`src/sv/gradient_magnitude_2d_unit_macros.svh`:
```
// ----------------------------------------------------------------------------
// Gradient magnitude unit assertion macros
// Concurrent assertion helpers, compiled out when SYNTH is defined.
// ----------------------------------------------------------------------------
`ifndef GRADIENT_MAGNITUDE_2D_UNIT_MACROS_SVH
`define GRADIENT_MAGNITUDE_2D_UNIT_MACROS_SVH
`ifndef SYNTH
`define GM2D_ASSERT_IMP(lbl, ante, cons, msg) \
   lbl: assert property (@(posedge clock) disable iff (reset) (ante) |-> (cons)) \
      else $error(msg);
`define GM2D_ASSERT_NXT(lbl, ante, cons, msg) \
   lbl: assert property (@(posedge clock) disable iff (reset) (ante) |=> (cons)) \
      else $error(msg);
`else
`define GM2D_ASSERT_IMP(lbl, ante, cons, msg)
`define GM2D_ASSERT_NXT(lbl, ante, cons, msg)
`endif
`endif

```
`src/sv/gm2d_pkg.sv`:
```
`timescale 1ns / 1ps
// ----------------------------------------------------------------------------
// Gradient magnitude package
// Widths, register indexes, control types and the sequencer states.
// ----------------------------------------------------------------------------
package gm2d_pkg;

   localparam int MAX_WIDTH = 1024;
   localparam int PIX_W     = 16;
   localparam int COL_W     = $clog2(MAX_WIDTH);
   localparam int WID_W     = COL_W + 1;
   localparam int MEM_W     = 2 * PIX_W;
   localparam int SCALE_W   = 16;
   localparam int FRAC_W    = 8;
   localparam int PRD_W     = PIX_W + SCALE_W;
   localparam int GRD_W     = PRD_W - FRAC_W;
   localparam int SQ_W      = 2 * GRD_W;
   localparam int MAG_W     = 25;
   localparam int SUM_W     = 2 * MAG_W;
   localparam int ROWS_W    = 2;

   localparam int IW_REG_W  = 11;
   localparam int AX_REG_W  = 2;
   localparam int ADDR_W    = 4;
   localparam int DATA_W    = 32;

   localparam logic [1:0] REG_IMAGE_WIDTH = 2'd0;
   localparam logic [1:0] REG_AXIS_COUNT  = 2'd1;
   localparam logic [1:0] REG_X_SCALE     = 2'd2;
   localparam logic [1:0] REG_Y_SCALE     = 2'd3;

   typedef struct packed {
      logic [IW_REG_W-1:0] image_width;
      logic [AX_REG_W-1:0] axis_count;
      logic [SCALE_W-1:0]  x_scale;
      logic [SCALE_W-1:0]  y_scale;
   } cfg_type;

   typedef struct packed {
      logic             rd_en;
      logic [COL_W-1:0] rd_addr;
      logic             wr_en;
      logic [COL_W-1:0] wr_addr;
      logic [MEM_W-1:0] wr_data;
   } mem_req_type;

   typedef enum logic [2:0] {
      S_IDLE,
      S_RD2,
      S_RD3,
      S_SQ,
      S_SUM,
      S_ROOT,
      S_OUT
   } state_type;

endpackage

```
`src/sv/gm2d_csr.sv`:
```
`timescale 1ns / 1ps
// ----------------------------------------------------------------------------
// Gradient magnitude configuration registers
// APB register file holding width, axis count and the two axis scales.
// ----------------------------------------------------------------------------
module gm2d_csr (
   input  logic                      clock,
   input  logic                      reset,
   input  logic                      csr_psel,
   input  logic                      csr_penable,
   input  logic                      csr_pwrite,
   input  logic [gm2d_pkg::ADDR_W-1:0] csr_paddr,
   input  logic [gm2d_pkg::DATA_W-1:0] csr_pwdata,
   output logic [gm2d_pkg::DATA_W-1:0] csr_prdata,
   output logic                      csr_pready,
   output gm2d_pkg::cfg_type         cfg
);
   import gm2d_pkg::*;

   cfg_type    cfg_ff;
   logic       wr_en;
   logic [1:0] reg_idx;

   assign wr_en      = csr_psel && csr_penable && csr_pwrite;
   assign reg_idx    = csr_paddr[3:2];
   assign csr_pready = 1'b1;
   assign cfg        = cfg_ff;

   always_ff @(posedge clock) begin
      if (reset) begin
         cfg_ff.image_width <= IW_REG_W'(MAX_WIDTH);
         cfg_ff.axis_count  <= AX_REG_W'(2);
         cfg_ff.x_scale     <= SCALE_W'(256);
         cfg_ff.y_scale     <= SCALE_W'(256);
      end else if (wr_en) begin
         case (reg_idx)
            REG_IMAGE_WIDTH: cfg_ff.image_width <= csr_pwdata[IW_REG_W-1:0];
            REG_AXIS_COUNT:  cfg_ff.axis_count  <= csr_pwdata[AX_REG_W-1:0];
            REG_X_SCALE:     cfg_ff.x_scale     <= csr_pwdata[SCALE_W-1:0];
            REG_Y_SCALE:     cfg_ff.y_scale     <= csr_pwdata[SCALE_W-1:0];
            default: begin
            end
         endcase
      end
   end

   always_comb begin
      case (reg_idx)
         REG_IMAGE_WIDTH: csr_prdata = DATA_W'(cfg_ff.image_width);
         REG_AXIS_COUNT:  csr_prdata = DATA_W'(cfg_ff.axis_count);
         REG_X_SCALE:     csr_prdata = DATA_W'(cfg_ff.x_scale);
         REG_Y_SCALE:     csr_prdata = DATA_W'(cfg_ff.y_scale);
         default:         csr_prdata = '0;
      endcase
   end

endmodule

```
`config.mk`:
```
export PLATFORM = sky130hd
export DESIGN_NAME = gm2d_csr
export DESIGN_NICKNAME = d
export VERILOG_FILES = /design/src/sv/gradient_magnitude_2d_unit_macros.svh /design/src/sv/gm2d_pkg.sv /design/src/sv/gm2d_csr.sv
export SDC_FILE = /design/constraint.sdc
export NUM_CORES = 1
export LEC_CHECK = 0
export ABC_AREA = 1
export BUFFER_PORTS_ARGS = -buffer_cell sky130_fd_sc_hd__buf_2
export CORE_UTILIZATION = 30
export CTS_CLUSTER_SIZE = 16
export DETAILED_ROUTE_END_ITERATION = 10
export GPL_ROUTABILITY_DRIVEN = 0
export SLEW_MARGIN = 30
export SYNTH_ARGS = -nofsm -noshare
export SYNTH_HDL_FRONTEND = slang
export SYNTH_SLANG_ARGS = --single-unit
```
`constraint.sdc`:
```
create_clock -name clock -period 1.4 [get_ports clock]
set_input_delay 0 -clock clock [delete_from_list [all_inputs] [get_ports clock]]
set_output_delay 0 -clock clock [all_outputs]
set_load 0.05 [all_outputs]
```
Word level (Yosys, flattened, before mapping)
Index checks and enable logic that the tools add are counted.

Equal/unequal tests: 3. Mux-type cells: 1. Reductions and logical operators: 7.

Operators by type and width (number): one-hot mux 32 bit (4 select lines) (1); AND reduction 2 bit (4); == test 2 bit, second input constant (2); == test 2 x 1 -> 1 bit, second input constant (1); logical AND 1 bit (2); zero test 2 bit (1).

Flip-flop bits (word level): 45. Input bits: 41. Output and inout port bits: 78. Logic and storage cells: 15.

Depth between registers and ports, before layout
Depth after elaboration: 3. Depth in mapped cells: 6. Mapped depth without buffers: 5.

Worst setup path after synthesis
OpenSTA, ideal clock, no wires.

Path kind: register to output. Start point: reg cfg_ff (netlist bit cfg[0]). End point: out csr_prdata[0] in the netlist's numbering. Arrival time: 1.160 ns. Required time: 1.400 ns. Slack: 0.240 ns. Cell stages (with the launch flop): 3. Path buffers: 0. Cells stage by stage: dfxtp_1 nand2_1 nand4_1.

Longest elaborated chain between the ends: 1.

RTL lines: start: declaration (RTL line gm2d_csr.sv:20) `cfg_type cfg_ff;`; one-hot mux 32 bit (4 select lines) (RTL line gm2d_csr.sv:48) `case (reg_idx)`; end: declaration (RTL line gm2d_csr.sv:14) `output logic [gm2d_pkg::DATA_W-1:0] csr_prdata,`.

No other way between the ends. The select of a mux whose other input is x is not followed.

Final worst setup path
Start point: reg cfg_ff (netlist bit cfg[1]). End point: out csr_prdata[1] in the netlist's numbering.

The elaborated chain is that of the path after synthesis.

==> impl_results.md <==
* Via density at 4.35
* Switching power total at 0.907 mW
* WL/cell at 11.5 um
* DR DRC count at 0
* Die area at 0.00785 mm^2
* Area grow syn2layout at 27.1%
* Synth top area share at 40.0%
* Critical Path AT at 1.12 ns
* Seq pwr share at 48.3%
* CORE AREA at 0.00725 mm^2
* Final wirelength at 6060 um
* Fin. Hold Viols at 0
* Yosys reg bits at 45
* WHS Endpoint: cfg[13]
* Worst VDD drop at 0.376 mV
* Congestion Overflow GR at 0
* Largest register FFs at 45
* Synth warn at 0
* Initial antenna violation count at 0
* Num CTS Buffers at 5
* Int Pwr at 1.84 mW
* Capturing point of the worst reg2reg path: cfg[24]
* Yosys cell types at 18
* Largest area contributor in the netlist: dfxtp_1
* Biggest cell delay along the critical path at 0.37 ns
* Util after Layout at 39.4%
* Worst path cell trace: nand2_1, nand4_1, buf_2
* Setup_tns at 0 ns
* Fillers at 820
* Clock Power Share at 31.1%
* Crit end category: output pin
* Critical Path RT at 1.40 ns
* Die Ht at 88.6 um
* R2R setup slack at 0.78 ns
* Die width at 88.6 um
* Combinational share of power at 20.7%
* CTS tree: built
* First-pass GRT wire length at 9430 um
* Drt pass-1 iters at 4
* Synth top area cells: dfxtp_1, nor2_1, nand2_1, nand3_1, buf_4
* Iter 0 DRT Violations at 65
* Root buf cell: clkbuf_8
* CTS max path bufs at 2
* Max Clock Freq at 0.891 GHz
* Cts repair resizes at 0
* Sink Count at 45
* Synth Area per Inst at 6.52 um^2
* Total GRT Usage at 15.9%
* Hold_ws at 0.0292 ns
* Sequential share of the synthesized area at 40.0%
* Number of antenna diodes at 0
* Routed vias at 2289
* Period utilisation layout at 80.2%
* Fin nets at 467
* Clock Latency Late Sink at 0.29 ns
* Routed Antenna Nets at 0
* WHS Path Cells at 5
* Reg2reg start: cfg[24]
* Lkg Pwr at 1.47 nW
* Critical Setup Path Class: register to output pin
* Hold Path Class: input pin to register
* Number of global-route vias before repair at 2013
* Startpoint types: register
* Cell family with most CP delay: flip-flops
* Unrepaired setup endpoints after global routing: false
* IO Pins at 119
* DP Cell Count at 515
* Row cnt at 31
* Run status: finished, final reports clean
* Period minus WS final at 1.12 ns
* Reg2reg path depth at 2
* Largest net degree at the start of global routing at 42
* Crit-path slowest cell: dfxtp_1
* Max FO, Critical Path at 3
* Hold wc startpoint: csr_pwdata[13]
* Layout cells sized above 1 at 24.8%
* Sw Ratio at 33.0%
* Synth Cell Area at 0.00225 mm^2
* Syn Inst Count at 345
* Max_cap viols at 0
* H-Tree Depth at 2
* Initial Util at 31.0%
* Buffers and inverters on the worst path at 1
* Pwr per Cell Area at 962 mW/mm^2
* Post-Layout Cell Count at 526
* Slew Limit Fails at 0
* Final Skew at 0 ns
* Post-route cell area at 0.00286 mm^2
* Final-report setup violation count at 0
* Port bufs at 83
* Placed inst area at 0.00273 mm^2
* Clock transition at path regs at 0.09 ns
* Post-DP HPWL at 4240 um
## cell usage after synthesis
cell type  count
dfxtp_1       45
inv_2          1
nand4_1        2
clkbuf_1       3
buf_6          2
o21ai_0        4
nor2_1        87
buf_2          9
buf_1          3
nor2_4         2
nor2_2         1
nand2_1       85
a22o_1         5
inv_1         20
nand3_1       54
conb_1         2
buf_4         19
nand3_2        1
## power groups by stage
stage	logic (mW)	clock network (mW)	registers (mW)
after floorplan	0.361	0	1.45
after global placement	0.560	0	1.36
after detailed placement	0.565	0	1.36
after CTS	0.572	0.901	1.33
after global routing	0.617	0.948	1.33
final	0.568	0.855	1.33
## logic make-up after synthesis
kind of cell | synth area share [%]
simple gates | 43.0
buf+inv | 13.8
flops | 40.0
compound gates | 2.83
other cells | 0.334
## area by class of cell
| type | instances | area (um^2) | share of cell area [%] |
|---|---|---|---|
| Clock buffer | 6 | 82.6 | 2.89 |
| Inverter | 21 | 78.8 | 2.76 |
| Clock inverter | 2 | 13.8 | 0.481 |
| Timing Repair Buffer | 95 | 563 | 19.7 |
| Tap cell | 99 | 124 | 4.33 |
| Sequential cell | 45 | 901 | 31.5 |
| Multi-Input combinational cell | 258 | 1100 | 38.4 |
## metal layers
layer / track usage, % / wire, um / vias to the layer above
li1: - / - / 1196
met2: 27.1 / 2810 / 56
met3: 3.92 / 273 / 4
met1: 20.4 / 2940 / 1033
met5: 0 / 0 / -
met4: 3.52 / 34 / 0
## layout by cell type (no fill, tap or decap), drive strengths merged
cell / instances
conb: 17
nand3: 55
inv: 21
nand2: 85
a22o: 5
clkbuf: 6
nor2: 90
dlygate4sd3: 3
clkinv: 2
nand4: 2
o21ai: 4
buf: 92
dfxtp: 45
## timing repair
action | 4_1_cts | 5_1_grt
endpoints found under the hold margin | 4 | 0
hold buffers | 3 | 0
endpoints found under the setup margin | 0 | 0
setup buffers | 0 | 0
## per-stage QoR
step,setup slack (ns),total power [mW]
final,0.278,2.75
after global routing,0.220,2.90
after CTS,0.272,2.80
after detailed placement,0.311,1.92
after global placement,0.350,1.92
after floorplan,0.240,1.81
## worst reg2reg max path: stages (launching register included)
cell     delay, ns
dfxtp_1       0.34
o21ai_0       0.09
nand3_1       0.08
## worst max path at each step
stage / start / depth (start not counted) / to / slack [ns]
after floorplan: cfg[0] / 2 / csr_prdata[0] / 0.24
after global placement: csr_paddr[2] / 7 / csr_prdata[0] / 0.35
after detailed placement: csr_paddr[2] / 7 / csr_prdata[0] / 0.31
after CTS: cfg[1] / 3 / csr_prdata[1] / 0.27
after global routing: cfg[1] / 3 / csr_prdata[1] / 0.22
final: cfg[1] / 3 / csr_prdata[1] / 0.28
Note: power is estimated with default switching activity, not from simulation.
