[config.mk]
export PLATFORM = sky130hd
export DESIGN_NAME = gm2d_isqrt
export DESIGN_NICKNAME = d
export VERILOG_FILES = /design/src/sv/gradient_magnitude_2d_unit_macros.svh /design/src/sv/gm2d_pkg.sv /design/src/sv/gm2d_isqrt.sv
export SDC_FILE = /design/constraint.sdc
export NUM_CORES = 1
export LEC_CHECK = 0
export ABC_AREA = 1
export ABC_CLOCK_PERIOD_IN_PS = 6300
export BUFFER_PORTS_ARGS = -buffer_cell sky130_fd_sc_hd__buf_2
export CAP_MARGIN = 20
export CORE_MARGIN = 5
export CORE_UTILIZATION = 55
export CTS_BUF_LIST = sky130_fd_sc_hd__clkbuf_16
export CTS_CLUSTER_DIAMETER = 60
export CTS_CLUSTER_SIZE = 28
export DETAILED_ROUTE_END_ITERATION = 10
export PLACE_DENSITY = 0.73
export SYNTH_ARGS = -nofsm -noshare
export SYNTH_HDL_FRONTEND = slang
export SYNTH_SLANG_ARGS = --single-unit
[constraint.sdc]
create_clock -name clock -period 6.3 [get_ports clock]
set_input_delay 1.26 -clock clock [delete_from_list [all_inputs] [get_ports clock]]
set_output_delay 1.26 -clock clock [all_outputs]
set_load 0.01 [all_outputs]
[src/sv/gradient_magnitude_2d_unit_macros.svh]
// ----------------------------------------------------------------------------
// Gradient magnitude unit assertion macros
// Concurrent assertion helpers, compiled out when SYNTH is defined.
// ----------------------------------------------------------------------------
`ifndef GRADIENT_MAGNITUDE_2D_UNIT_MACROS_SVH
`define GRADIENT_MAGNITUDE_2D_UNIT_MACROS_SVH
`ifndef SYNTH
`define GM2D_ASSERT_IMP(lbl, ante, cons, msg) \
   lbl: assert property (@(posedge clock) disable iff (reset) (ante) |-> (cons)) \
      else $error(msg);
`define GM2D_ASSERT_NXT(lbl, ante, cons, msg) \
   lbl: assert property (@(posedge clock) disable iff (reset) (ante) |=> (cons)) \
      else $error(msg);
`else
`define GM2D_ASSERT_IMP(lbl, ante, cons, msg)
`define GM2D_ASSERT_NXT(lbl, ante, cons, msg)
`endif
`endif

[src/sv/gm2d_pkg.sv]
`timescale 1ns / 1ps
// ----------------------------------------------------------------------------
// Gradient magnitude package
// Widths, register indexes, control types and the sequencer states.
// ----------------------------------------------------------------------------
package gm2d_pkg;

   localparam int MAX_WIDTH = 1024;
   localparam int PIX_W     = 16;
   localparam int COL_W     = $clog2(MAX_WIDTH);
   localparam int WID_W     = COL_W + 1;
   localparam int MEM_W     = 2 * PIX_W;
   localparam int SCALE_W   = 16;
   localparam int FRAC_W    = 8;
   localparam int PRD_W     = PIX_W + SCALE_W;
   localparam int GRD_W     = PRD_W - FRAC_W;
   localparam int SQ_W      = 2 * GRD_W;
   localparam int MAG_W     = 25;
   localparam int SUM_W     = 2 * MAG_W;
   localparam int ROWS_W    = 2;

   localparam int IW_REG_W  = 11;
   localparam int AX_REG_W  = 2;
   localparam int ADDR_W    = 4;
   localparam int DATA_W    = 32;

   localparam logic [1:0] REG_IMAGE_WIDTH = 2'd0;
   localparam logic [1:0] REG_AXIS_COUNT  = 2'd1;
   localparam logic [1:0] REG_X_SCALE     = 2'd2;
   localparam logic [1:0] REG_Y_SCALE     = 2'd3;

   typedef struct packed {
      logic [IW_REG_W-1:0] image_width;
      logic [AX_REG_W-1:0] axis_count;
      logic [SCALE_W-1:0]  x_scale;
      logic [SCALE_W-1:0]  y_scale;
   } cfg_type;

   typedef struct packed {
      logic             rd_en;
      logic [COL_W-1:0] rd_addr;
      logic             wr_en;
      logic [COL_W-1:0] wr_addr;
      logic [MEM_W-1:0] wr_data;
   } mem_req_type;

   typedef enum logic [2:0] {
      S_IDLE,
      S_RD2,
      S_RD3,
      S_SQ,
      S_SUM,
      S_ROOT,
      S_OUT
   } state_type;

endpackage

[src/sv/gm2d_isqrt.sv]
`timescale 1ns / 1ps
// ----------------------------------------------------------------------------
// Gradient magnitude square root
// Iterative floor square root, one result bit per cycle.
// ----------------------------------------------------------------------------
module gm2d_isqrt (
   input  logic                       clock,
   input  logic                       reset,
   input  logic                       start,
   input  logic [gm2d_pkg::SUM_W-1:0] operand,
   output logic                       done,
   output logic [gm2d_pkg::MAG_W-1:0] root
);
   import gm2d_pkg::*;

   logic [SUM_W-1:0] rem_ff;
   logic [SUM_W-1:0] res_ff;
   logic [SUM_W-1:0] bit_ff;
   logic             busy_ff;
   logic             done_ff;
   logic [SUM_W-1:0] trial;

   assign trial = res_ff + bit_ff;
   assign done  = done_ff;
   assign root  = res_ff[MAG_W-1:0];

   always_ff @(posedge clock) begin
      if (reset) begin
         busy_ff <= 1'b0;
         done_ff <= 1'b0;
      end else begin
         done_ff <= 1'b0;
         if (start) begin
            busy_ff <= 1'b1;
         end else if (busy_ff && bit_ff[0]) begin
            busy_ff <= 1'b0;
            done_ff <= 1'b1;
         end
      end
   end

   always_ff @(posedge clock) begin
      if (start) begin
         rem_ff <= operand;
         res_ff <= '0;
         bit_ff <= SUM_W'(1) << (SUM_W - 2);
      end else if (busy_ff) begin
         if (rem_ff >= trial) begin
            rem_ff <= rem_ff - trial;
            res_ff <= (res_ff >> 1) + bit_ff;
         end else begin
            res_ff <= res_ff >> 1;
         end
         bit_ff <= bit_ff >> 2;
      end
   end

endmodule

## Word level (Yosys, flattened, before mapping)

Index checks and enable logic that the tools add are counted.
Widths: inputs -> output; s select.

| word-level totals | value |
|---|---|
| flip-flop bits (word level) | 127 |
| output and inout bits | 26 |
| word-level logic and storage cells | 22 |

| cells by class | value |
|---|---|
| add/subtract/negate cells | 3 |
| magnitude comparators | 1 |
| mux-type cells | 7 |
| reductions and logical operators | 6 |

Operators by type and width:

| operator | count |
|---|---|
| $mux 50 | 4 |
| $add 49x49->50 | 1 |
| $add 50x49->50 | 1 |
| $ge 50x50->1 | 1 |
| $sub 50x50->50 | 1 |
| $reduce_bool 2->1 | 3 |
| $mux 1 | 3 |
| $reduce_and 2->1 | 1 |
| $reduce_or 2->1 | 1 |
| $logic_and 1x1->1 | 1 |

## Depth between registers and ports, before layout

Gate-level depths: netlist of run 1.

| depth | value |
|---|---|
| word-level depth | 5 |
| mapped depth | 32 |
| gate-level depth less buffers | 31 |

## Worst setup path before layout of run 1

No wires, ideal clock.

| timing | value |
|---|---|
| kind | register -> register |
| from | reg res_ff[8] |
| to | reg rem_ff[0], enable pin |
| data arrival time | 4.187 ns |
| required time | 5.891 ns |
| path slack | 1.704 ns |
| cell stages (with the launch flop) | 22 |
| path buffers | 0 |
| period minus slack after synthesis | 4.596 ns |
| cells stage by stage | dfxtp_1 > ha_1 > nand2_1 > o21ai_0 > a21oi_1 > o21ai_0 > a21oi_1 > o21ai_0 > nand2_1 > nand3_1 > nand2_1 > ha_1 > nand2_1 > nor2_1 > inv_2 > nor2_2 > nand2_1 > nor2_1 > nand2_2 > nand3_4 > nand2_2 > nand2_1 |

| on the way | value |
|---|---|
| word-level cells in the longest chain between the ends | 4 |

RTL lines:

| what | line | text |
|---|---|---|
| start: declaration | gm2d_isqrt.sv:17 | `logic [SUM_W-1:0] res_ff;` |
| start signal: assignment | gm2d_isqrt.sv:50 | `res_ff <= (res_ff >> 1) + bit_ff;` |
| start signal: assignment | gm2d_isqrt.sv:52 | `res_ff <= res_ff >> 1;` |
| $add 50x49->50 | gm2d_isqrt.sv:23 | `assign trial = res_ff + bit_ff;` |
| $ge 50x50->1 | gm2d_isqrt.sv:48 | `if (rem_ff >= trial) begin` |
| $reduce_bool 2->1 (no source line) | -- |  |
| $reduce_and 2->1 (no source line) | -- |  |
| end signal: assignment | gm2d_isqrt.sv:44 | `rem_ff <= operand;` |
| end signal: assignment | gm2d_isqrt.sv:49 | `rem_ff <= rem_ff - trial;` |
| end: declaration | gm2d_isqrt.sv:16 | `logic [SUM_W-1:0] rem_ff;` |

No other way between the ends.
A chain may end at the register's enable or synchronous reset.

## Worst setup path in the final report of run 1

| timing | value |
|---|---|
| from | reg res_ff[16] |
| to | reg rem_ff[14], enable pin |

Same word-level chain as after synthesis.

==> run summary, run 1 <==
Outcome: finished clean
Sink Count: 127
Routed WL per cell: 18.59 um
DRT iter0 DRCs: 2,130
P&R area growth vs syn: 7.510%
#FFs+latches synth: 127
# fillers: 2,635
Final wirelength: 53,570 um
R2r setup slk: 0.40 ns
Worst Tran Pin Value: 1.138 ns
TritonCTS clock tree: done
Ys Warns: 0
CP peak stage delay: 0.56 ns
Final worst path period need: 5.898 ns
Top_reg_cell synth: dfxtp_1
Peak VDD IR: 0.0003009 V
Unrepaired setup endpoints after global routing: false
Mapped Area: 14,580 sq um
Startpoint types: flip-flop
Critical path arrival: 6.00 ns
Die area: 29,860 sq um
Port Buffers: 78
Total iterations of the first detailed-routing run: 6
Tcrit/Tclk final: 93.62%
Cell repeated most along the worst path: nand2_1
Worst slew margin relative to its limit: 23.36%
N_diodes: 0
Power Density: 369.4 nW/um^2
Setup tns final: 0 ns
Skew-Pair Late Insertion Delay: 0.45 ns
Multi-input combinational cell area: 9754 sq um
H-tree levels: 4
Post-synthesis sequential area ratio: 20.87%
DIE HEIGHT: 172.8 um
Static leakage: 0.007119 uW
Largest net degree at the start of global routing: 78
Cell area after layout: 15,670 sq um
Hold Path Class: flip-flop to flip-flop
Share of cells above drive strength 1: 6.282%
DP HPWL: 42,920 um
Vias: 16,790
Tot GR Track Use: 33.81%
TritonCTS Buffers: 17
Setup Viol. Count Final: 0
CTS clk-pin slew, worst paths: 0.07 ns
Post-cts resize count: 0
Boundary Pins: 79
Initial antenna violation count: 0
Post-synth cell types: 48
Worst EP required: 6.40 ns
Max Cap Viol: 0
Clk Tree Root Cell: clkbuf_16
Placed inst area: 15,040 sq um
Post-CTS Setup Bufs: 0
First-pass GRT wire length: 81,450 um
Die Width: 172.8 um
Largest delay share family, worst path: simple AND/OR/NAND/NOR gates
Number of global-route vias before repair: 14,690
Row count: 59
CP Cell Sequence: ha_1 -> nand2_1 -> o21ai_0 -> a21oi_1 -> o21ai_0 -> a21oi_2 -> o21ai_0 -> nand2_1 -> nand2_1 -> nand2_1 -> nand2_1 -> ha_1 -> nand2_1 -> nor2_1 -> inv_2 -> nor2_2 -> nand2_1 -> nor2_1 -> nand2_2 -> nand3_4 -> nand2_2 -> nand2_2 -> buf_12
Worst Path Buf+Inv: 2
Total area of sequential cells: 3044 sq um
Synth Instances: 2,502
Final Hold Viols: 0
Starting density of the core: 55.94%
Crit. End Element: flip-flop
Post-synth EDFFs: 50
Slew Viols, Final: 0
Hold-fix buffers, CTS: 0
Crit path kind: flip-flop to flip-flop
Fin nets: 2,690
Crit Path Max Fanout: 50
Longest Clk Path Bufs: 2
ANT nets after route: 0
Vias per cell: 5.825
Fmax: 0.1695 GHz
Global route total overflow: 0
Area of the core: 26,060 sq um
Post-synthesis async set-or-reset flop share: 0%
Crit-path slowest cell: dfxtp_1
Avg Cell Area, Syn: 5.826 sq um
Final Skew: 0.02193 ns
Syn Nets: 2,658
DRC Markers: 0
RePlAce Congestion: 1.053
worst register-to-register path, cell delays in order, from the launching register on:
cell     delay, ns
dfxtp_1       0.56
ha_1          0.34
nand2_1       0.13
o21ai_0       0.19
a21oi_1       0.39
o21ai_0       0.19
a21oi_2       0.36
o21ai_0       0.24
nand2_1       0.15
nand2_1       0.07
nand2_1       0.06
nand2_1       0.11
ha_1          0.43
nand2_1       0.14
nor2_1        0.21
inv_2         0.08
nor2_2        0.13
nand2_1       0.09
nor2_1        0.14
nand2_2       0.32
nand3_4       0.49
nand2_2       0.25
nand2_2       0.15
buf_12        0.29
flip-flops by register name, indices dropped and copies added, names as in the netlist:
register,cells
rem_ff,50
res_ff,50
bit_ff,25
busy_ff,1
done,1
kinds of logic (layout without fill, tap and decap cells):
kind of cell	Yosys count	count (layout)	synth area share, %
AOI/OAI and AO/OA	415	415	15.23
and+or+nand+nor	1347	1347	38.37
DFF	127	127	20.87
xor gates and xnor gates	73	73	4.386
adders and majority gates	103	103	8.892
buffers and inverters	437	482	12.26
path summary, 6_finish.rpt:
path	startpoint	endpoint	depth (start not counted)
max reg2reg	res_ff[16]	rem_ff[14]	23
min	res_ff[0]	res_ff[0]	2
max	res_ff[16]	rem_ff[14]	23
min reg2reg	res_ff[0]	res_ff[0]	2
cell usage after synthesis (all sizes together), types with 33 or more instances:
cell / number / share of area (%)
nand2: 741 / 19
inv: 363 / 9.3
nor2: 294 / 7.7
nand3: 223 / 7.8
a21oi: 195 / 6.7
o21ai: 163 / 5.6
ha: 102 / 8.8
dfxtp: 77 / 11
edfxtp: 50 / 10
buf: 41 / 2.1
xor2: 40 / 2.4
xnor2: 33 / 2.0
stage by stage:
step | cells | setup WS (ns) | hold WS, ns | total power (uW) | util, %
floorplan | 2502 | 1.704 | 0.4631 | 3738 | -
global placement | 2849 | 0.4779 | 0.4742 | 4542 | 57.71
detailed placement | 2849 | 0.3942 | 0.4863 | 4602 | 57.71
CTS | 2881 | 0.3796 | 0.4954 | 5679 | 60.02
global route | 2882 | 0.07570 | 0.5235 | 6168 | 60.14
finish | 2882 | 0.4019 | 0.4924 | 5789 | 60.14
area by class of cell:
type                       count  share of cell area, %
clock inverter                14                 0.9740
clock buffer                  18                  2.874
sequential                   127                  19.42
multi-input combinational   1938                  62.24
tap                          335                  2.674
timing repair buffer          86                  3.098
inverter                     364                  8.718
layer usage:
layer  global-route usage (%)  vias to the layer above  wire length [um]
met2                    50.03                     1014             22330
met5                    1.282                        -                49
met1                    49.42                     7507             23580
met3                    7.576                      114              6144
met4                    9.335                        2              1466
li1                         -                     8151                 -
cell usage in the layout, fill, tap and decap left out, types with 5 or more instances in the layout:
cell and count:
a21o_1 11, a21oi_1 194, a31oi_1 6, buf_2 77, buf_4 7, clkbuf_16 18, dfxtp_1 76, edfxtp_1 50
ha_1 102, inv_1 348, inv_2 16, nand2_1 736, nand2_2 5, nand3_1 221, nand3b_1 11, nand4_1 31
nor2_1 288, nor2_2 5, nor3_1 24, nor4_1 5, o21a_1 9, o21ai_0 152, o21ai_1 10, o21bai_1 14
or2_2 10, xnor2_1 33, xor2_1 40
power by group:
group / internal (uW) / switching, uW / total (uW) / leakage, uW
logic: 1120 / 2300 / 3420 / 0.00569
clock network: 613 / 456 / 1070 / 0.000294
registers: 1110 / 194 / 1300 / 0.00114
total: 2840 / 2940 / 5790 / 0.00712
No activity file was read; power rests on OpenSTA's default activity.
==> run 2: changes to the inputs <==
--- a/config.mk
+++ b/config.mk
@@ -9,7 +9,7 @@
 export ABC_CLOCK_PERIOD_IN_PS = 6300
 export BUFFER_PORTS_ARGS = -buffer_cell sky130_fd_sc_hd__buf_2
 export CAP_MARGIN = 20
-export CORE_MARGIN = 5
+export CORE_MARGIN = 2
 export CORE_UTILIZATION = 55
 export CTS_BUF_LIST = sky130_fd_sc_hd__clkbuf_16
 export CTS_CLUSTER_DIAMETER = 60
==> run 2 against run 1 <==
Compared with the run above:
- register-to-register slack lost 0.05 ns
- clock-buffer cell count shrank 1
- die area shrank 6.8%
- first-iteration DRC count shrank 13%
- cell count grew 0.10%
- sequential power is essentially flat
- via count shrank 1.0%
- fmax shrank 0.80%
- critical path type unchanged
- flip-flop and latch count is the same
- sequential share of layout area is essentially flat
==> run summary, run 2 (synthesis results as in run 1) <==
Most frequent cells in the layout: nand2_1 (736), inv_1 (347), nor2_1 (288)
Die Width: 166.8 um
Outcome: finished clean
TritonCTS Buffers: 17
Biggest regs: rem_ff (50), res_ff (50), bit_ff (25)
Global route total overflow: 0
Max Cap Viol: 0
Crit path kind: flip-flop to flip-flop
DRT iter0 DRCs: 1,850
DP HPWL: 43,210 um
Vias: 16,620
Peak VDD IR: 0.0002965 V
Crit Path Max Fanout: 32
Crit. End Element: flip-flop
First-pass GRT wire length: 83,160 um
Unrepaired setup endpoints after global routing: false
Die area: 27,820 sq um
Reg-to-Reg Start: res_ff[16]
Vias per cell: 5.759
Tot GR Track Use: 38.08%
P&R area growth vs syn: 7.304%
CTS clk-pin slew, worst paths: 0.07 ns
Placed inst area: 15,060 sq um
Skew-Pair Late Insertion Delay: 0.44 ns
Post-Layout Cell Count: 2,885
Number of global-route vias before repair: 15,100
Worst setup startpoint: res_ff[16]
Post-cts resize count: 0
Row count: 59
Sink Count: 127
H-tree levels: 4
Cell area after layout: 15,640 sq um
DRC Markers: 0
Initial antenna violation count: 0
Final wirelength: 53,750 um
Startpoint types: flip-flop
Fin nets: 2,693
N_diodes: 0
Area of the core: 26,060 sq um
Worst r2r dst: rem_ff[28]
Final worst path period need: 5.946 ns
Setup tns final: 0 ns
Worst slew margin relative to its limit: 38.44%
Critical path arrival: 6.07 ns
Longest Clk Path Bufs: 2
Static leakage: 0.007113 uW
Final Skew: 0.02039 ns
Post-CTS Setup Bufs: 0
Hold Path Class: flip-flop to flip-flop
Cell count after placement: 2,852
Tcrit/Tclk final: 94.38%
Power Density: 366.3 nW/um^2
R2r setup slk: 0.35 ns
Critical Path Sink: rem_ff[28]
TritonCTS clock tree: done
Worst Tran Pin Value: 0.9156 ns
Starting density of the core: 55.94%
Worst EP required: 6.43 ns
RePlAce Congestion: 1.026
Fmax: 0.1682 GHz
Hold-fix buffers, CTS: 0
DIE HEIGHT: 166.8 um
Routed WL per cell: 18.63 um
ANT nets after route: 0
Total iterations of the first detailed-routing run: 5
Boundary Pins: 79
Port Buffers: 78
Largest net degree at the start of global routing: 75
Slew Viols, Final: 0
Clk Tree Root Cell: clkbuf_16
Worst reg2reg path depth: 23
Share of cells above drive strength 1: 6.392%
Leading cell type in the layout, fill and taps excluded: nand2_1
Final Hold Viols: 0
Setup Viol. Count Final: 0
[run 2: per-layer routing]
layer,part of all wire (%),vias to the layer above,track usage [%]
met2,42,814,58.73
met3,9.5,97,7.581
met1,46,7551,54.19
met4,2.6,0,10.53
li1,-,8154,-
met5,0,-,0
[run 2: worst max-delay path: stages, from the launching register on]
cell	delay [ns]
dfxtp_1	0.56
ha_1	0.34
nand2_1	0.14
o21ai_0	0.18
a21oi_1	0.44
o21ai_0	0.16
a21oi_1	0.52
o21ai_0	0.30
nand2_1	0.16
nand2_1	0.06
nand2_1	0.06
nand2_1	0.06
ha_1	0.37
nand2_1	0.11
nor2_1	0.17
inv_2	0.09
nor2_2	0.13
nand2_1	0.11
nor2_1	0.14
nand2_2	0.32
nand3_4	0.20
nand2_2	0.17
nand2_2	0.51
buf_12	0.30
[run 2: how the worst min path moves through the flow]
stage / start / end / slack, ns / depth (start not counted)
6_report: res_ff[0] / res_ff[0] / 0.49 / 2
5_1_grt: bit_ff[0] / done / 0.55 / 2
4_1_cts: res_ff[0] / res_ff[0] / 0.50 / 2
3_5_place_dp: res_ff[0] / res_ff[0] / 0.49 / 2
3_3_place_gp: res_ff[0] / res_ff[0] / 0.47 / 2
2_1_floorplan: res_ff[0] / res_ff[0] / 0.46 / 2
[run 2: report_power, final]
part	switching (uW)	total, uW	internal (uW)
clock	462	1020	558
sequential	192	1300	1110
combinational	2280	3410	1130
[run 2: area by class of cell]
| cell class | instances | area, sq um |
|---|---|---|
| fillers | 2625 | 10420 |
| multi-input cells | 1938 | 9751 |
| flip-flops and latches | 127 | 3044 |
| inverters | 364 | 1366 |
| repair buffers | 89 | 485.5 |
| clock buffers | 17 | 425.4 |
| well taps | 335 | 419.2 |
| clock inverters | 15 | 151.4 |
[run 2: metrics by stage]
stage / hold WS (ns) / setup slack [ns] / total power [uW] / utilization [%]
global placement: 0.4744 / 0.6949 / 4552 / 57.80
detailed placement: 0.4892 / 0.6935 / 4598 / 57.80
CTS: 0.4976 / 0.6685 / 5623 / 60.01
finish: 0.4948 / 0.3542 / 5730 / 60.03
global route: 0.5509 / 0.02815 / 6147 / 60.03
floorplan: 0.4631 / 1.704 / 3738 / -
==> run 3: changes to the inputs <==
--- a/config.mk
+++ b/config.mk
@@ -5,17 +5,18 @@
 export SDC_FILE = /design/constraint.sdc
 export NUM_CORES = 1
 export LEC_CHECK = 0
-export ABC_AREA = 1
 export ABC_CLOCK_PERIOD_IN_PS = 6300
 export BUFFER_PORTS_ARGS = -buffer_cell sky130_fd_sc_hd__buf_2
 export CAP_MARGIN = 20
+export CELL_PAD_IN_SITES_DETAIL_PLACEMENT = 1
+export CELL_PAD_IN_SITES_GLOBAL_PLACEMENT = 1
 export CORE_MARGIN = 2
-export CORE_UTILIZATION = 55
+export CORE_UTILIZATION = 47
 export CTS_BUF_LIST = sky130_fd_sc_hd__clkbuf_16
 export CTS_CLUSTER_DIAMETER = 60
 export CTS_CLUSTER_SIZE = 28
 export DETAILED_ROUTE_END_ITERATION = 10
-export PLACE_DENSITY = 0.73
+export PLACE_DENSITY_LB_ADDON = 0.1
 export SYNTH_ARGS = -nofsm -noshare
 export SYNTH_HDL_FRONTEND = slang
 export SYNTH_SLANG_ARGS = --single-unit
==> run 3 against run 2 <==
Compared with the run above:
- total power shrank 5.1%
- clock skew shrank 0.0036 ns
- synthesized area shrank 20%
- die area shrank 6.4%
- cell count shrank 37%
- synthesized cell count shrank 41%
- flip-flop and latch count is the same
- utilization shrank 7.5 points
- highest routed layer unchanged
==> run summary, run 3 <==
First-pass GRT wire length: 62,870 um
Top post-synthesis cells by area: dfxtp_1 (13%), edfxtp_1 (13%), ha_1 (11%)
Total iterations of the first detailed-routing run: 5
Longest Clk Path Bufs: 2
DRT iter0 DRCs: 671
Skew-Pair Late Insertion Delay: 0.44 ns
Clk Tree Root Cell: clkbuf_16
Leading cell type in the layout, fill and taps excluded: nand2_1
Final Skew: 0.01681 ns
Outcome: finished clean
Boundary Pins: 79
Die area: 26,040 sq um
Vias per cell: 6.283
Crit Path Max Fanout: 26
Initial antenna violation count: 2
Global route total overflow: 0
Crit. End Element: flip-flop
Starting density of the core: 47.86%
Post-CTS Setup Bufs: 0
Final core occ: 52.55%
Tot GR Track Use: 30.13%
Most frequent cells in the layout: nand2_1 (179), o21ai_0 (124), nor2_1 (118)
H-tree levels: 4
N_diodes: 0
Top cell type's share of synthesized area: 13.24%
#FFs+latches synth: 127
Share of cells above drive strength 1: 10.83%
Avg Cell Area, Syn: 7.917 sq um
Post-synthesis sequential area ratio: 26.14%
TritonCTS clock tree: done
Slew Viols, Final: 0
DIE HEIGHT: 161.4 um
Vias: 11,490
RePlAce Congestion: 0.9123
Critical path arrival: 6.17 ns
Unrepaired setup endpoints after global routing: false
Routed WL per cell: 21.38 um
Worst slew margin relative to its limit: 27.87%
Fmax: 0.1711 GHz
Top post-synthesis cells by count: nand2_1 (179), o21ai_0 (125), nor2_1 (118)
DRC Markers: 0
Number of global-route vias before repair: 11,990
Sink Count: 127
Hold_ws: 0.5119 ns
CTS clk-pin slew, worst paths: 0.07 ns
Power Density: 425.6 nW/um^2
Fin nets: 1,648
Port Buffers: 78
P&R area growth vs syn: 9.805%
DP HPWL: 29,600 um
Final Hold Viols: 0
Max Cap Viol: 0
Synth Instances: 1,470
Die Width: 161.4 um
Largest net degree at the start of global routing: 72
Yosys top cell by area: dfxtp_1
Startpoint types: flip-flop
Setup Viol. Count Final: 0
Final wirelength: 39,100 um
Post-synth cell types: 71
Ys Warns: 0
ANT nets after route: 0
Crit path kind: flip-flop to flip-flop
Tcrit/Tclk final: 92.77%
Area of the core: 24,320 sq um
TritonCTS Buffers: 17
Most frequent cell after synthesis: nand2_1
Worst EP required: 6.63 ns
Setup tns final: 0 ns
Post-synthesis async set-or-reset flop share: 0%
Syn Nets: 1,626
Post-synth EDFFs: 50
Row count: 57
Final worst path period need: 5.844 ns
Biggest regs: rem_ff (50), res_ff (50), bit_ff (25)
Top_reg_cell synth: dfxtp_1
Worst Tran Pin Value: 1.078 ns
Static leakage: 0.005072 uW
Peak VDD IR: 0.0002310 V
Mapped Area: 11,640 sq um
Hold Path Class: flip-flop to flip-flop
## run 3: cell types whose count changed after synthesis, moves of 29 or more
cell / before / now
inv_1: 349 / 34
nor2_1: 288 / 118
nand2_1: 737 / 179
mux2i_1: 0 / 29
nand3_1: 221 / 49
a21oi_1: 195 / 99
a21o_1: 11 / 41
## run 3: cell families after synthesis
logic type               after synthesis  share of synthesized area (%)
AND/OR/NAND/NOR                      485                          19.26
XOR/XNOR                             115                          8.654
buffers and inverters                129                          5.096
flip-flops                           127                          26.14
multiplexers                          33                          2.881
AO/OA/AOI/OAI                        478                          26.82
adder cells (fa/ha/maj)              103                          11.14
## run 3: routing by layer
metal  vias to the layer above  wire length, um  GRT usage (%)
met2                       256            19630          54.29
met3                        84             1550          4.700
met5                         -                0              0
li1                       5485                -              -
met1                      5666            16630          35.74
met4                         0             1281          12.05
## run 3: area by class of cell
| cell class | count | area (sq um) |
|---|---|---|
| repair buffers | 98 | 554.3 |
| clock buffers | 18 | 450.4 |
| flip-flops and latches | 127 | 3047 |
| multi-input cells | 1214 | 8056 |
| inverters | 34 | 127.6 |
| well taps | 324 | 405.4 |
| fillers | 3017 | 11540 |
| clock inverters | 14 | 138.9 |
## run 3: where the power goes
part	total [uW]	switching (uW)	internal [uW]
combinational	3110	1940	1170
clock	1040	431	606
sequential	1290	166	1130
## run 3: repair_timing
| action | CTS | global route |
|---|---|---|
| hold buffers | 0 | 0 |
| gates resized for setup | 0 | 10 |
| setup endpoints to repair | 0 | 82 |
| hold endpoints to repair | 0 | 0 |
## run 3: final timing paths
path,startpoint,endpoint,slack (ns),cells after the start
setup / recovery,res_ff[8],res_ff[32],0.46,22
hold / removal,res_ff[0],res_ff[0],0.51,2
setup reg to reg,res_ff[8],res_ff[32],0.46,22
hold reg to reg,res_ff[0],res_ff[0],0.51,2
## run 3: critical path, cell delays in order, from the launching register on
cell,delay (ns)
dfxtp_1,0.41
ha_1,0.40
nand4_1,0.19
nor4b_1,0.42
a22oi_2,0.14
a31o_2,0.32
a211oi_2,0.28
o311ai_2,0.19
a21oi_1,0.21
o21ai_0,0.11
xor2_1,0.18
ha_1,0.42
and4_1,0.35
and3_1,0.25
nand4_1,0.10
o21ai_1,0.24
a2111oi_2,0.09
o41ai_4,0.10
buf_6,0.31
and2_1,0.18
buf_4,0.33
o311ai_1,0.17
a311oi_1,0.31
## run 3: through the flow
step | cells | setup WS [ns] | total power [uW] | instance area, sq um
2_1_floorplan | 1470 | 0.03421 | 3513 | 11640
3_5_place_dp | 1797 | 0.2602 | 4340 | 12140
3_3_place_gp | 1797 | 0.5274 | 4261 | 12140
6_report | 1829 | 0.4557 | 5439 | 12780
4_1_cts | 1829 | 0.1283 | 5402 | 12730
5_1_grt | 1829 | 0.03849 | 5823 | 12780
